--- src/rtl/core/humidity_temp_frame_decoder_assert.svh ---
// Assertion macros shared by the frame decoder RTL.
// Define ASSERT_OFF to compile every check out.
`ifndef HUMIDITY_TEMP_FRAME_DECODER_ASSERT_SVH
`define HUMIDITY_TEMP_FRAME_DECODER_ASSERT_SVH
`ifndef ASSERT_OFF
`define HTFD_ASSERT_IMPLIES(label, clk, rst_n, ante, cons) \
    label: assert property (@(posedge clk) disable iff (!rst_n) (ante) |-> (cons)) \
        else $error("assertion failed: implication");
`define HTFD_ASSERT_NEXT(label, clk, rst_n, ante, cons) \
    label: assert property (@(posedge clk) disable iff (!rst_n) (ante) |=> (cons)) \
        else $error("assertion failed: next-cycle implication");
`else
`define HTFD_ASSERT_IMPLIES(label, clk, rst_n, ante, cons)
`define HTFD_ASSERT_NEXT(label, clk, rst_n, ante, cons)
`endif
`endif

--- src/rtl/core/htfd_pkg.sv ---
// Package for the humidity/temperature frame decoder.
// Holds beat types, frame byte positions, CRC-8 and scaling functions.
// No dependencies.
`timescale 1ns / 1ps

package htfd_pkg;

    localparam logic [7:0]  CRC_INIT    = 8'hFF;
    localparam logic [7:0]  CRC_POLY    = 8'h31;
    localparam logic [14:0] TEMP_GAIN   = 15'd17500;
    localparam logic [14:0] HUMI_GAIN   = 15'd10000;
    localparam logic [14:0] TEMP_OFFSET = 15'd4500;
    localparam logic [16:0] WORD_MAX    = 17'd65535;

    typedef enum logic [2:0] {
        POS_T_HI  = 3'd0,
        POS_T_LO  = 3'd1,
        POS_T_CRC = 3'd2,
        POS_H_HI  = 3'd3,
        POS_H_LO  = 3'd4,
        POS_H_CRC = 3'd5
    } pos_t;

    typedef struct packed {
        logic [7:0] rx_byte;
        logic       frame_start;
    } in_beat_t;

    typedef struct packed {
        logic signed [14:0] temperature_centi;
        logic [13:0]        humidity_centi;
        logic               temp_crc_ok;
        logic               humi_crc_ok;
        logic               frame_ok;
    } out_beat_t;

    function automatic logic [7:0] crc8_byte(input logic [7:0] crc, input logic [7:0] data);
        logic [7:0] c;
        c = crc ^ data;
        for (int k = 0; k < 8; k++)
        begin
            if (c[7])
            begin
                c = {c[6:0], 1'b0} ^ CRC_POLY;
            end
            else
            begin
                c = {c[6:0], 1'b0};
            end
        end
        return c;
    endfunction

    // floor(gain * raw / 65535): take the quotient by 65536, then correct by one
    function automatic logic [14:0] centi_scale(input logic [15:0] raw, input logic [14:0] gain);
        logic [30:0] prod;
        logic [14:0] q;
        logic [16:0] rem;
        prod = 31'(raw) * 31'(gain);
        q    = prod[30:16];
        rem  = 17'(prod[15:0]) + 17'(q);
        if (rem >= WORD_MAX)
        begin
            q = q + 15'd1;
        end
        return q;
    endfunction

endpackage

--- src/rtl/core/humidity_temp_frame_decoder.sv ---
// Humidity/temperature frame decoder top level.
// A byte beat is held in the input register, which feeds the CRC/scaling logic; a frame's
// last byte loads the result register, which presents the result beat. Throughput: one byte
// beat per cycle, set by both registers, unless a held result beat stalls the last byte.
// Reset (rst_n low, asynchronous) empties both registers and restarts at byte 0.
// Depends on htfd_pkg and humidity_temp_frame_decoder_assert.svh.
`timescale 1ns / 1ps
`include "humidity_temp_frame_decoder_assert.svh"

module humidity_temp_frame_decoder
    import htfd_pkg::*;
(
    input  logic      clk,
    input  logic      rst_n,
    input  logic      byte_valid,
    output logic      byte_stall,
    input  in_beat_t  byte_data,
    output logic      meas_valid,
    input  logic      meas_stall,
    output out_beat_t meas_data
);

    logic      s1_valid_reg;
    logic      s1_valid_next;
    in_beat_t  s1_data_reg;
    pos_t      pos_reg;
    pos_t      pos_next;
    logic [7:0]  crc_reg;
    logic [7:0]  crc_next;
    logic [15:0] t_raw_reg;
    logic [15:0] t_raw_next;
    logic [15:0] h_raw_reg;
    logic [15:0] h_raw_next;
    logic        t_ok_reg;
    logic        t_ok_next;
    logic        out_valid_reg;
    logic        out_valid_next;
    out_beat_t   out_data_reg;
    out_beat_t   out_data_next;

    pos_t        pos_cur;
    logic [7:0]  crc_seed;
    logic [7:0]  crc_upd;
    logic        is_last;
    logic        advance;
    logic        load;
    logic        humi_ok;
    logic [14:0] t_scaled;
    logic [14:0] h_scaled;

    assign pos_cur  = s1_data_reg.frame_start ? POS_T_HI : pos_reg;
    assign is_last  = (pos_cur == POS_H_CRC);
    assign advance  = s1_valid_reg && (!is_last || !out_valid_reg || !meas_stall);
    assign byte_stall = s1_valid_reg && !advance;
    assign load     = byte_valid && !byte_stall;

    assign crc_seed = (pos_cur == POS_T_HI || pos_cur == POS_H_HI) ? CRC_INIT : crc_reg;
    assign crc_upd  = crc8_byte(crc_seed, s1_data_reg.rx_byte);
    assign humi_ok  = (crc_reg == s1_data_reg.rx_byte);
    assign t_scaled = centi_scale(t_raw_reg, TEMP_GAIN);
    assign h_scaled = centi_scale(h_raw_reg, HUMI_GAIN);

    always_comb
    begin
        pos_next   = pos_reg;
        crc_next   = crc_reg;
        t_raw_next = t_raw_reg;
        h_raw_next = h_raw_reg;
        t_ok_next  = t_ok_reg;
        if (advance)
        begin
            case (pos_cur)
                POS_T_HI:
                begin
                    crc_next   = crc_upd;
                    t_raw_next = {s1_data_reg.rx_byte, t_raw_reg[7:0]};
                    pos_next   = POS_T_LO;
                end
                POS_T_LO:
                begin
                    crc_next   = crc_upd;
                    t_raw_next = {t_raw_reg[15:8], s1_data_reg.rx_byte};
                    pos_next   = POS_T_CRC;
                end
                POS_T_CRC:
                begin
                    t_ok_next = (crc_reg == s1_data_reg.rx_byte);
                    crc_next  = CRC_INIT;
                    pos_next  = POS_H_HI;
                end
                POS_H_HI:
                begin
                    crc_next   = crc_upd;
                    h_raw_next = {s1_data_reg.rx_byte, h_raw_reg[7:0]};
                    pos_next   = POS_H_LO;
                end
                POS_H_LO:
                begin
                    crc_next   = crc_upd;
                    h_raw_next = {h_raw_reg[15:8], s1_data_reg.rx_byte};
                    pos_next   = POS_H_CRC;
                end
                POS_H_CRC:
                begin
                    crc_next = CRC_INIT;
                    pos_next = POS_T_HI;
                end
                default:
                begin
                    pos_next = POS_T_HI;
                end
            endcase
        end
    end

    always_comb
    begin
        out_data_next.temperature_centi = $signed(t_scaled - TEMP_OFFSET);
        out_data_next.humidity_centi    = h_scaled[13:0];
        out_data_next.temp_crc_ok       = t_ok_reg;
        out_data_next.humi_crc_ok       = humi_ok;
        out_data_next.frame_ok          = t_ok_reg && humi_ok;

        if (advance && is_last)
        begin
            out_valid_next = 1'b1;
        end
        else if (!meas_stall)
        begin
            out_valid_next = 1'b0;
        end
        else
        begin
            out_valid_next = out_valid_reg;
        end

        if (load)
        begin
            s1_valid_next = 1'b1;
        end
        else if (advance)
        begin
            s1_valid_next = 1'b0;
        end
        else
        begin
            s1_valid_next = s1_valid_reg;
        end
    end

    always_ff @(posedge clk or negedge rst_n)
    begin
        if (!rst_n)
        begin
            s1_valid_reg  <= 1'b0;
            out_valid_reg <= 1'b0;
            pos_reg       <= POS_T_HI;
            crc_reg       <= CRC_INIT;
            t_raw_reg     <= '0;
            h_raw_reg     <= '0;
            t_ok_reg      <= 1'b0;
        end
        else
        begin
            s1_valid_reg  <= s1_valid_next;
            out_valid_reg <= out_valid_next;
            pos_reg       <= pos_next;
            crc_reg       <= crc_next;
            t_raw_reg     <= t_raw_next;
            h_raw_reg     <= h_raw_next;
            t_ok_reg      <= t_ok_next;
        end
    end

    always_ff @(posedge clk)
    begin
        if (load)
        begin
            s1_data_reg <= byte_data;
        end
        if (advance && is_last)
        begin
            out_data_reg <= out_data_next;
        end
    end

    assign meas_valid = out_valid_reg;
    assign meas_data  = out_data_reg;

    `HTFD_ASSERT_IMPLIES(a_frame_ok, clk, rst_n, out_valid_reg, out_data_reg.frame_ok == (out_data_reg.temp_crc_ok && out_data_reg.humi_crc_ok))
    `HTFD_ASSERT_IMPLIES(a_stall_cause, clk, rst_n, byte_stall, s1_valid_reg && out_valid_reg && meas_stall && is_last)
    `HTFD_ASSERT_NEXT(a_restart, clk, rst_n, advance && is_last, pos_reg == POS_T_HI && crc_reg == CRC_INIT && out_valid_reg)

endmodule

--- config.mk ---
export PLATFORM = sky130hd
export DESIGN_NAME = humidity_temp_frame_decoder
export DESIGN_NICKNAME = d
export VERILOG_FILES = /design/src/rtl/core/htfd_pkg.sv /design/src/rtl/core/humidity_temp_frame_decoder.sv
export VERILOG_INCLUDE_DIRS = /design/src /design/src/rtl/core
export SDC_FILE = /design/constraint.sdc
export NUM_CORES = 1
export LEC_CHECK = 0
export CAP_MARGIN = 30
export CORE_AREA = 2 2 136 204
export DETAILED_ROUTE_END_ITERATION = 10
export DIE_AREA = 0 0 138 206
export DONT_BUFFER_PORTS = 1
export MAX_ROUTING_LAYER = met4
export PLACE_DENSITY_LB_ADDON = 0.08
export SETUP_SLACK_MARGIN = 0.05
export SLEW_MARGIN = 30
export SYNTH_ARGS = -nofsm -noshare
export SYNTH_HDL_FRONTEND = slang
export SYNTH_SLANG_ARGS = --single-unit
--- constraint.sdc ---
create_clock -name clk -period 19.01 [get_ports clk]
set_input_delay 0 -clock clk [delete_from_list [all_inputs] [get_ports clk]]
set_output_delay 0 -clock clk [all_outputs]
set_load 0.05 [all_outputs]
Word-level counts from Yosys, hierarchy flattened
Index checks and enable logic that the tools add are counted.

Register bits: 87. Latch bits: 0. Memory bits (writable): 0. Bits in read-only memories: 0. Bits of input ports: 13. Output and inout bits: 34. Logic and storage cells: 89. Memories: 0.

Add/sub/neg operators: 5. Multiply operators: 2. Divide/modulo/power cells: 0. Magnitude comparators: 2. Eq/ne operators: 7. Shift-type cells: 0. Mux-type cells: 20. Bitwise operators: 13. Reductions and logical operators: 24.

Operator list (number): 16-bit case mux with 2 select lines (2); 6-bit two-way mux (8); 17-bit by 16-bit >= comparator with 1-bit output, second input constant (2); 16-bit by 13-bit multiplier with 29-bit output, second input constant (1); 16-bit by 10-bit multiplier with 26-bit output, second input constant (1); 3-bit inverter (8); 16-bit by 14-bit adder with 17-bit output (1); 16-bit by 15-bit adder with 17-bit output (1); 8-bit case mux with 2 select lines (1); 15-bit by 1-bit adder with 15-bit output, second input constant (1); 15-bit two-way mux (1); 3-bit case mux with 5 select lines (1); 15-bit by 13-bit subtractor with 15-bit output, second input constant (1); 14-bit by 1-bit adder with 14-bit output, second input constant (1); 14-bit two-way mux (1); 3-bit AND reduction (4); 8-bit == test (1); 8-bit two-way mux (1); 8-bit bitwise XOR (1); 3-bit by 2-bit == test with 1-bit output, second input constant (2); 3-bit == test, second input constant (2); 1-bit logical AND (5); 1-bit zero test (5); 1-bit two-way mux (4); other kinds (10) (17).

Depth between registers and ports, before layout
Gate-level depths: netlist of run 1.

Depth after elaboration: 22. Depth in mapped cells: 33. Mapped depth without buffers: 32.

Worst setup path after synthesis of run 1
No wires, ideal clock.

Kind: flip-flop to flip-flop. Start point: register t_raw_reg[11]. End point: register out_data_reg (netlist bit meas_data[25]), data pin. Setup time: 0.271 ns. Arrival: 7.786 ns. Required time: 18.739 ns. Setup slack: 10.953 ns. Stages on the path, launching flop included: 34. Buffers on the path: 1. Clock period less this slack: 8.057 ns. Cell sequence: dfrtp_1 > ha_1 > inv_1 > fa_1 > inv_1 > ha_1 > fa_1 > inv_1 > fa_1 > inv_1 > ha_1 > buf_2 > and3_1 > nand2_1 > o221ai_1 > o21a_1 > or3_1 > a31o_2 > a21oi_1 > xor2_1 > inv_1 > ha_1 > and3_1 > nand2_1 > a211oi_2 > nor3_1 > or4b_4 > nor4_4 > o2111ai_1 > xor2_1 > o211a_4 > mux2i_1 > a21oi_1 > xnor2_1.

RTL lines: from (decl) (line humidity_temp_frame_decoder.sv:30) `logic [15:0] t_raw_reg;`; from (signal assigned) (line humidity_temp_frame_decoder.sv:169) `t_raw_reg <= t_raw_next;`; to (signal assigned) (line humidity_temp_frame_decoder.sv:183) `out_data_reg <= out_data_next;`; to (decl) (line humidity_temp_frame_decoder.sv:38) `out_beat_t out_data_reg;`.

==> run_results.csv, run 1 <==
group,metric,value,unit
run_status,status,"complete, no violations",
clock_network,cts.path.max_buffers,2,
logic_synthesis,synth_top_cell_by_area,"ha_1",
logic_synthesis,yosysUniqueCellTypes,88,
logic_synthesis,syn_avg_cell_area,9.263,um2
sta,timing.final.hold_violations,0,
logic_synthesis,yosysSeqAreaShare,20.26,%
placement,post-dp-hpwl,23.36,mm
worst_setup_path,cpMaxStageDelayCell,"or4b_4",
min_path,hold_class,"in2reg",
grt,overflow,0,
floorplanning,die_h,206,um
clock_network,clkSinkCount,87,
floorplanning,start_util,43.98,%
routing,wl_per_cell,17.21,um
clock_network,post_cts_resized,0,
logic_synthesis,synth-seq-cells,87,
clock_network,cts_tree,"done",
logic_synthesis,synthesis.nets,1563,
grt,grt_pass1_vias,9114,
placement,port_buffers,0,
floorplanning,die_area,28430,um2
floorplanning,core,26850,um2
placement,gp_congestion,0.9152,
routing,drt_iter0_drc,378,
routing,first_pass_iters,5,
worst_setup_path,cp_data_arrival_time,8.99,ns
grt,antenna_found_initial,0,
sta,fin_tns_setup,0,ns
sta,timing.fmax,0.1124,GHz
clock_network,cts_root_buffer,"clkbuf_16",
logic_synthesis,synthTopCellsByCount,"inv_1, ha_1, nand2_1",
floorplanning,io_pins,47,
worst_setup_path,worst_path_largest_cell_delay,0.55,ns
clock_network,cts_buffers,9,
worst_setup_path,critPathLaunchType,"register",
logic_synthesis,netlist_area,11810,um2
routing,drc,0,
cells_and_area,antenna-diode-count,0,
worst_setup_path,cp.required,19.11,ns
logic_synthesis,synth_top_cells_by_area,"ha_1, fa_1, edfxtp_1",
logic_synthesis,synth_edf_count,41,
routing,vias,8737,
sta,skew,0.008107,ns
clock_network,htree_num_levels,3,
cells_and_area,nets,1566,
sta,min_period,8.894,ns
clock_network,clk_pin_slew,0.07,ns
sta,setup_violations,0,
worst_setup_path,crit_top_cell,"inv_1",
sta,fin_crit_sh,46.78,%
worst_setup_path,crit_type,"reg2reg",
grt,grt_max_degree,47,
clock_network,clk_latency,0.37,ns
logic_synthesis,synthCells,1275,
sta,maxSlewHeadroom,36.36,%
logic_synthesis,ys.flop_type,"edfxtp_1",
sta,grt_setup_unrepaired,"no",
sta,whs,0.07873,ns
logic_synthesis,ys_warn_count,0,
logic_synthesis,async_reset_ff_share,52.87,%
logic_synthesis,synth.top_cell.area_share,20.45,%
cells_and_area,filler_cell_count,2643,
cells_and_area,drive_above_1_share,6.235,%
grt,gr-usage-all-layers,21.42,%
sta,worst_slew_pin_slew,0.9489,ns
routing,viasPerCell,5.377,
floorplanning,chipWidth,138,um
worst_setup_path,crit_fanout,9,
grt,grt_pass1_wl,46.54,mm
cells_and_area,largest_reg_flops,32,
logic_synthesis,synth_most_common_cell,"inv_1",
worst_setup_path,endpoint_kind,"register",
sta,final-max-slew-violation-count,0,
routing,wirelength,27.96,mm
routing,ant_nets,0,
job,max-cap-violations,0,
cells_and_area,area_delta_synth_final,7.183,%
floorplanning,rows,74,
==> timing repair <==
action | 4_1_cts | 5_1_grt
endpoints found under the hold margin | 57 | 0
hold buffers | 14 | 0
buffers inserted | 0 | 0
==> path summary, 6_finish.rpt <==
path	startpoint	endpoint	cells past startpoint	slack (ns)
worst max-delay path	t_raw_reg[14]	meas_data[25]	32	10.12
worst min-delay path	byte_valid	s1_data_reg[1]	1	0.08
worst max register to register	t_raw_reg[14]	meas_data[25]	32	10.12
worst min register to register	t_ok_reg	meas_data[2]	0	0.46
max in group asynchronous	rst_n	crc_reg[0]	2	18.59
min in group asynchronous	rst_n	pos_reg[1]	2	0.16
==> cells in the final DEF, fill, tap and decap left out, types with 8 or more instances in the layout <==
cell | Yosys | routed
o21ai_1 | 8 | 9
dfstp_2 | 8 | 8
mux2_2 | 20 | 20
nor2_1 | 46 | 45
nand2b_1 | 13 | 13
dfrtp_1 | 38 | 38
xor2_1 | 32 | 32
inv_1 | 245 | 245
o211ai_1 | 11 | 11
nor3_1 | 23 | 23
edfxtp_1 | 41 | 41
nor2b_1 | 10 | 10
clkbuf_16 | 0 | 9
fa_1 | 82 | 82
a21oi_1 | 51 | 51
o21ai_0 | 55 | 54
nand3_1 | 18 | 18
and3_1 | 12 | 12
or3_1 | 9 | 9
dlygate4sd3_1 | 0 | 13
a211oi_1 | 12 | 12
a21o_1 | 16 | 16
xnor2_1 | 77 | 77
o22a_1 | 8 | 8
nand2_1 | 86 | 86
o21a_1 | 13 | 13
ha_1 | 193 | 193
a31oi_1 | 8 | 8
==> cells by family after synthesis <==
| group | synth area share (%) |
|---|---|
| simple gates | 11.29 |
| buf+inv | 8.613 |
| flops | 20.26 |
| xor+xnor | 8.221 |
| compound gates | 14.47 |
| fa+ha+maj | 34.35 |
| mux | 2.797 |
==> worst max-delay path, delay by kind of cell, from the launching register on <==
family,cells,cell delay [ns]
AND/OR/NAND/NOR,8,2.13
XOR/XNOR,3,0.86
AO/OA/AOI/OAI,8,1.67
multiplexers,1,0.18
adder cells (fa/ha/maj),7,2.93
buffers and inverters,5,0.30
flip-flops,1,0.53
==> stage by stage <==
stage | instances | utilization (%) | instance area [um2] | worst slack (ns)
floorplan | 1275 | - | 11810 | 10.95
global placement | 1594 | 45.26 | 12150 | 10.11
detailed placement | 1595 | 45.36 | 12180 | 10.10
CTS | 1625 | 47.14 | 12660 | 10.06
global route | 1625 | 47.14 | 12660 | 9.395
finish | 1625 | 47.14 | 12660 | 10.12
==> layer usage <==
| layer | global-route usage [%] | up-vias | part of all wire (%) |
|---|---|---|---|
| met2 | 40.56 | 122 | 55 |
| li1 | - | 4349 | - |
| met3 | 2.665 | 64 | 1.7 |
| met5 | - | - | 0 |
| met4 | 12.10 | 0 | 5.7 |
| met1 | 21.17 | 4202 | 38 |
==> cell type report <==
type                            instances  area (um2)  share of cell area [%]
Clock inverter                          7       96.34                  0.7611
Tap cell                              342       427.9                   3.380
Sequential cell                        87        2392                   18.90
Clock buffer                            9       225.2                   1.779
Timing Repair Buffer                   15       185.2                   1.463
Inverter                              246       923.4                   7.295
Multi-Input combinational cell        919        8408                   66.42
Power of run 1 is not shown: default switching activity piles up to over one toggle a cycle in this logic, so the estimate is an artifact.
==> run 2, diff against run 1 <==
--- a/config.mk
+++ b/config.mk
@@ -6,10 +6,11 @@
 export SDC_FILE = /design/constraint.sdc
 export NUM_CORES = 1
 export LEC_CHECK = 0
+export ABC_AREA = 1
 export CAP_MARGIN = 30
-export CORE_AREA = 2 2 136 204
+export CORE_AREA = 2 2 140 210
 export DETAILED_ROUTE_END_ITERATION = 10
-export DIE_AREA = 0 0 138 206
+export DIE_AREA = 0 0 142 212
 export DONT_BUFFER_PORTS = 1
 export MAX_ROUTING_LAYER = met4
 export PLACE_DENSITY_LB_ADDON = 0.08
==> constraint.sdc (replaced) <==
create_clock -name clk -period 8.2 [get_ports clk]
set_input_delay 0 -clock clk [delete_from_list [all_inputs] [get_ports clk]]
set_output_delay 0 -clock clk [all_outputs]
set_load 0.05 [all_outputs]
==> run_results.csv, run 2 <==
group,metric,value,unit
clock_network,htree_num_levels,3,
worst_setup_path,cpMaxStageDelayCell,"dfrtp_1",
grt,gr-usage-all-layers,23.25,%
floorplanning,start_util,44.19,%
sta,timing.final.hold_violations,0,
clock_network,clk_latency,0.37,ns
cells_and_area,area_delta_synth_final,6.782,%
routing,met3_length,549,um
grt,grt_pass1_vias,10700,
cells_and_area,final_cell_mix,"inv_1, nand2_1, ha_1",
logic_synthesis,netlist_area,12560,um2
logic_synthesis,synth-seq-cells,87,
clock_network,clk_pin_slew,0.07,ns
grt,overflow,0,
worst_setup_path,worst_path_largest_cell_delay,0.53,ns
logic_synthesis,yosysSeqAreaShare,19.04,%
worst_setup_path,endpoint_kind,"register",
worst_setup_path,critPathLaunchType,"register",
clock_network,clkSinkCount,87,
worst_setup_path,crit_type,"reg2reg",
logic_synthesis,synth_edf_count,41,
placement,gp_congestion,0.9220,
cells_and_area,final_common_cell,"inv_1",
placement,port_buffers,0,
sta,fin_tns_setup,0,ns
clock_network,cts_buffers,9,
floorplanning,io_pins,47,
sta,skew,0.01275,ns
run_status,status,"complete, no violations",
routing,viasPerCell,5.066,
worst_setup_path,crit_top_cell,"nand2_1",
cells_and_area,drive_above_1_share,5.595,%
sta,setup_violations,0,
routing,wirelength,32.02,mm
sta,fin_crit_sh,91.83,%
cells_and_area,filler_cell_count,2932,
cells_and_area,fin_area,13420,um2
routing,vias,10380,
logic_synthesis,ys_warn_count,0,
floorplanning,die_area,30100,um2
worst_setup_path,crit_fanout,21,
routing,wl_met2,18.13,mm
sta,min_period,7.530,ns
logic_synthesis,synth_most_common_cell,"inv_1",
routing,ant_nets,0,
cells_and_area,antenna-diode-count,0,
logic_synthesis,synth_top_cell_by_area,"ha_1",
worst_setup_path,cp_data_arrival_time,7.64,ns
logic_synthesis,async_reset_ff_share,52.87,%
sta,timing.fmax,0.1328,GHz
cells_and_area,largest_reg_flops,32,
grt,antenna_found_initial,0,
worst_setup_path,cp.required,8.31,ns
floorplanning,rows,76,
clock_network,post_cts_buffers,0,
logic_synthesis,synthCells,1675,
placement,post-dp-hpwl,27.27,mm
min_path,hold_class,"in2async",
grt,grt_pass1_wl,52.85,mm
routing,wl_per_cell,15.63,um
routing,drt_iter0_drc,506,
routing,first_pass_iters,7,
logic_synthesis,synth_top_cells_by_area,"ha_1, fa_1, inv_1",
clock_network,cts_tree,"done",
job,max-cap-violations,0,
floorplanning,core,28430,um2
placement,placed_cell_area,12950,um2
routing,wl_met1,11.93,mm
logic_synthesis,syn_avg_cell_area,7.500,um2
clock_network,cts_root_buffer,"clkbuf_16",
sta,grt_setup_unrepaired,"no",
sta,worst_slew_pin_slew,0.8432,ns
logic_synthesis,synthTopCellsByCount,"inv_1, nand2_1, ha_1",
routing,top_layer,"met4",
logic_synthesis,yosysUniqueCellTypes,47,
routing,drc,0,
floorplanning,chipWidth,142,um
logic_synthesis,synth.top_cell.area_share,19.22,%
sta,final-max-slew-violation-count,0,
clock_network,cts.path.max_buffers,2,
logic_synthesis,ys.flop_type,"edfxtp_1",
sta,whs,0.1372,ns
logic_synthesis,synthesis.nets,1963,
floorplanning,die_h,212,um
cells_and_area,utilization,47.18,%
cells_and_area,nets,1981,
grt,grt_max_degree,47,
sta,maxSlewHeadroom,43.78,%
## run 2: per-stage QoR
stage                     worst slack [ns]  std cells
after detailed placement            0.6366       2019
final                               0.6701       2049
after floorplan                      1.910       1675
after global placement              0.5750       2019
after CTS                           0.6138       2049
after global routing                0.1398       2049
## run 2: critical path: cells and delay by family (launching register included)
kind | cells | cell delay, ns
AND/OR/NAND/NOR | 20 | 2.65
XOR/XNOR | 2 | 0.54
flip-flops | 1 | 0.53
adder cells (fa/ha/maj) | 7 | 2.96
AO/OA/AOI/OAI | 1 | 0.12
buffers and inverters | 7 | 0.43
## run 2: area by class of cell
cell class                 count  area [um2]  area share [%]
sequential                    87        2392           17.83
timing repair buffer          16       172.7           1.287
tap                          351       439.2           3.274
clock buffer                  10       229.0           1.707
clock inverter                 6       73.82          0.5503
inverter                     414        1554           11.58
multi-input combinational   1165        8554           63.77
## run 2: what timing repair did
action,in CTS,in global routing
hold buffers,14,0
hold endpoints to repair,57,0
resized for setup,0,0
## run 2: worst paths after layout
| kind | from | endpoint | slack, ns | cells past startpoint |
|---|---|---|---|---|
| hold / removal | rst_n | t_ok_reg | 0.14 | 2 |
| setup / recovery | t_raw_reg[13] | meas_data[29] | 0.67 | 37 |
| min in group clk | byte_data[2] | s1_data_reg[2] | 0.25 | 1 |
| setup reg to reg | t_raw_reg[13] | meas_data[29] | 0.67 | 37 |
| max in group asynchronous | rst_n | crc_reg[0] | 7.77 | 2 |
| hold reg to reg | t_ok_reg | meas_data[2] | 0.50 | 0 |
## run 2: cell families after synthesis
family	after synthesis	synth area share (%)
AOI/OAI and AO/OA	170	7.848
adders and majority gates	275	32.29
and+or+nand+nor	646	22.76
xor gates and xnor gates	74	5.159
buffers and inverters	423	12.91
DFF	87	19.04
## run 2: per-layer routing
metal	up-vias	track usage (%)
met2	135	46.28
met4	0	10.28
met3	68	1.802
met5	-	-
li1	5298	-
met1	4880	22.47
Power of run 2 is left out for the same reason.
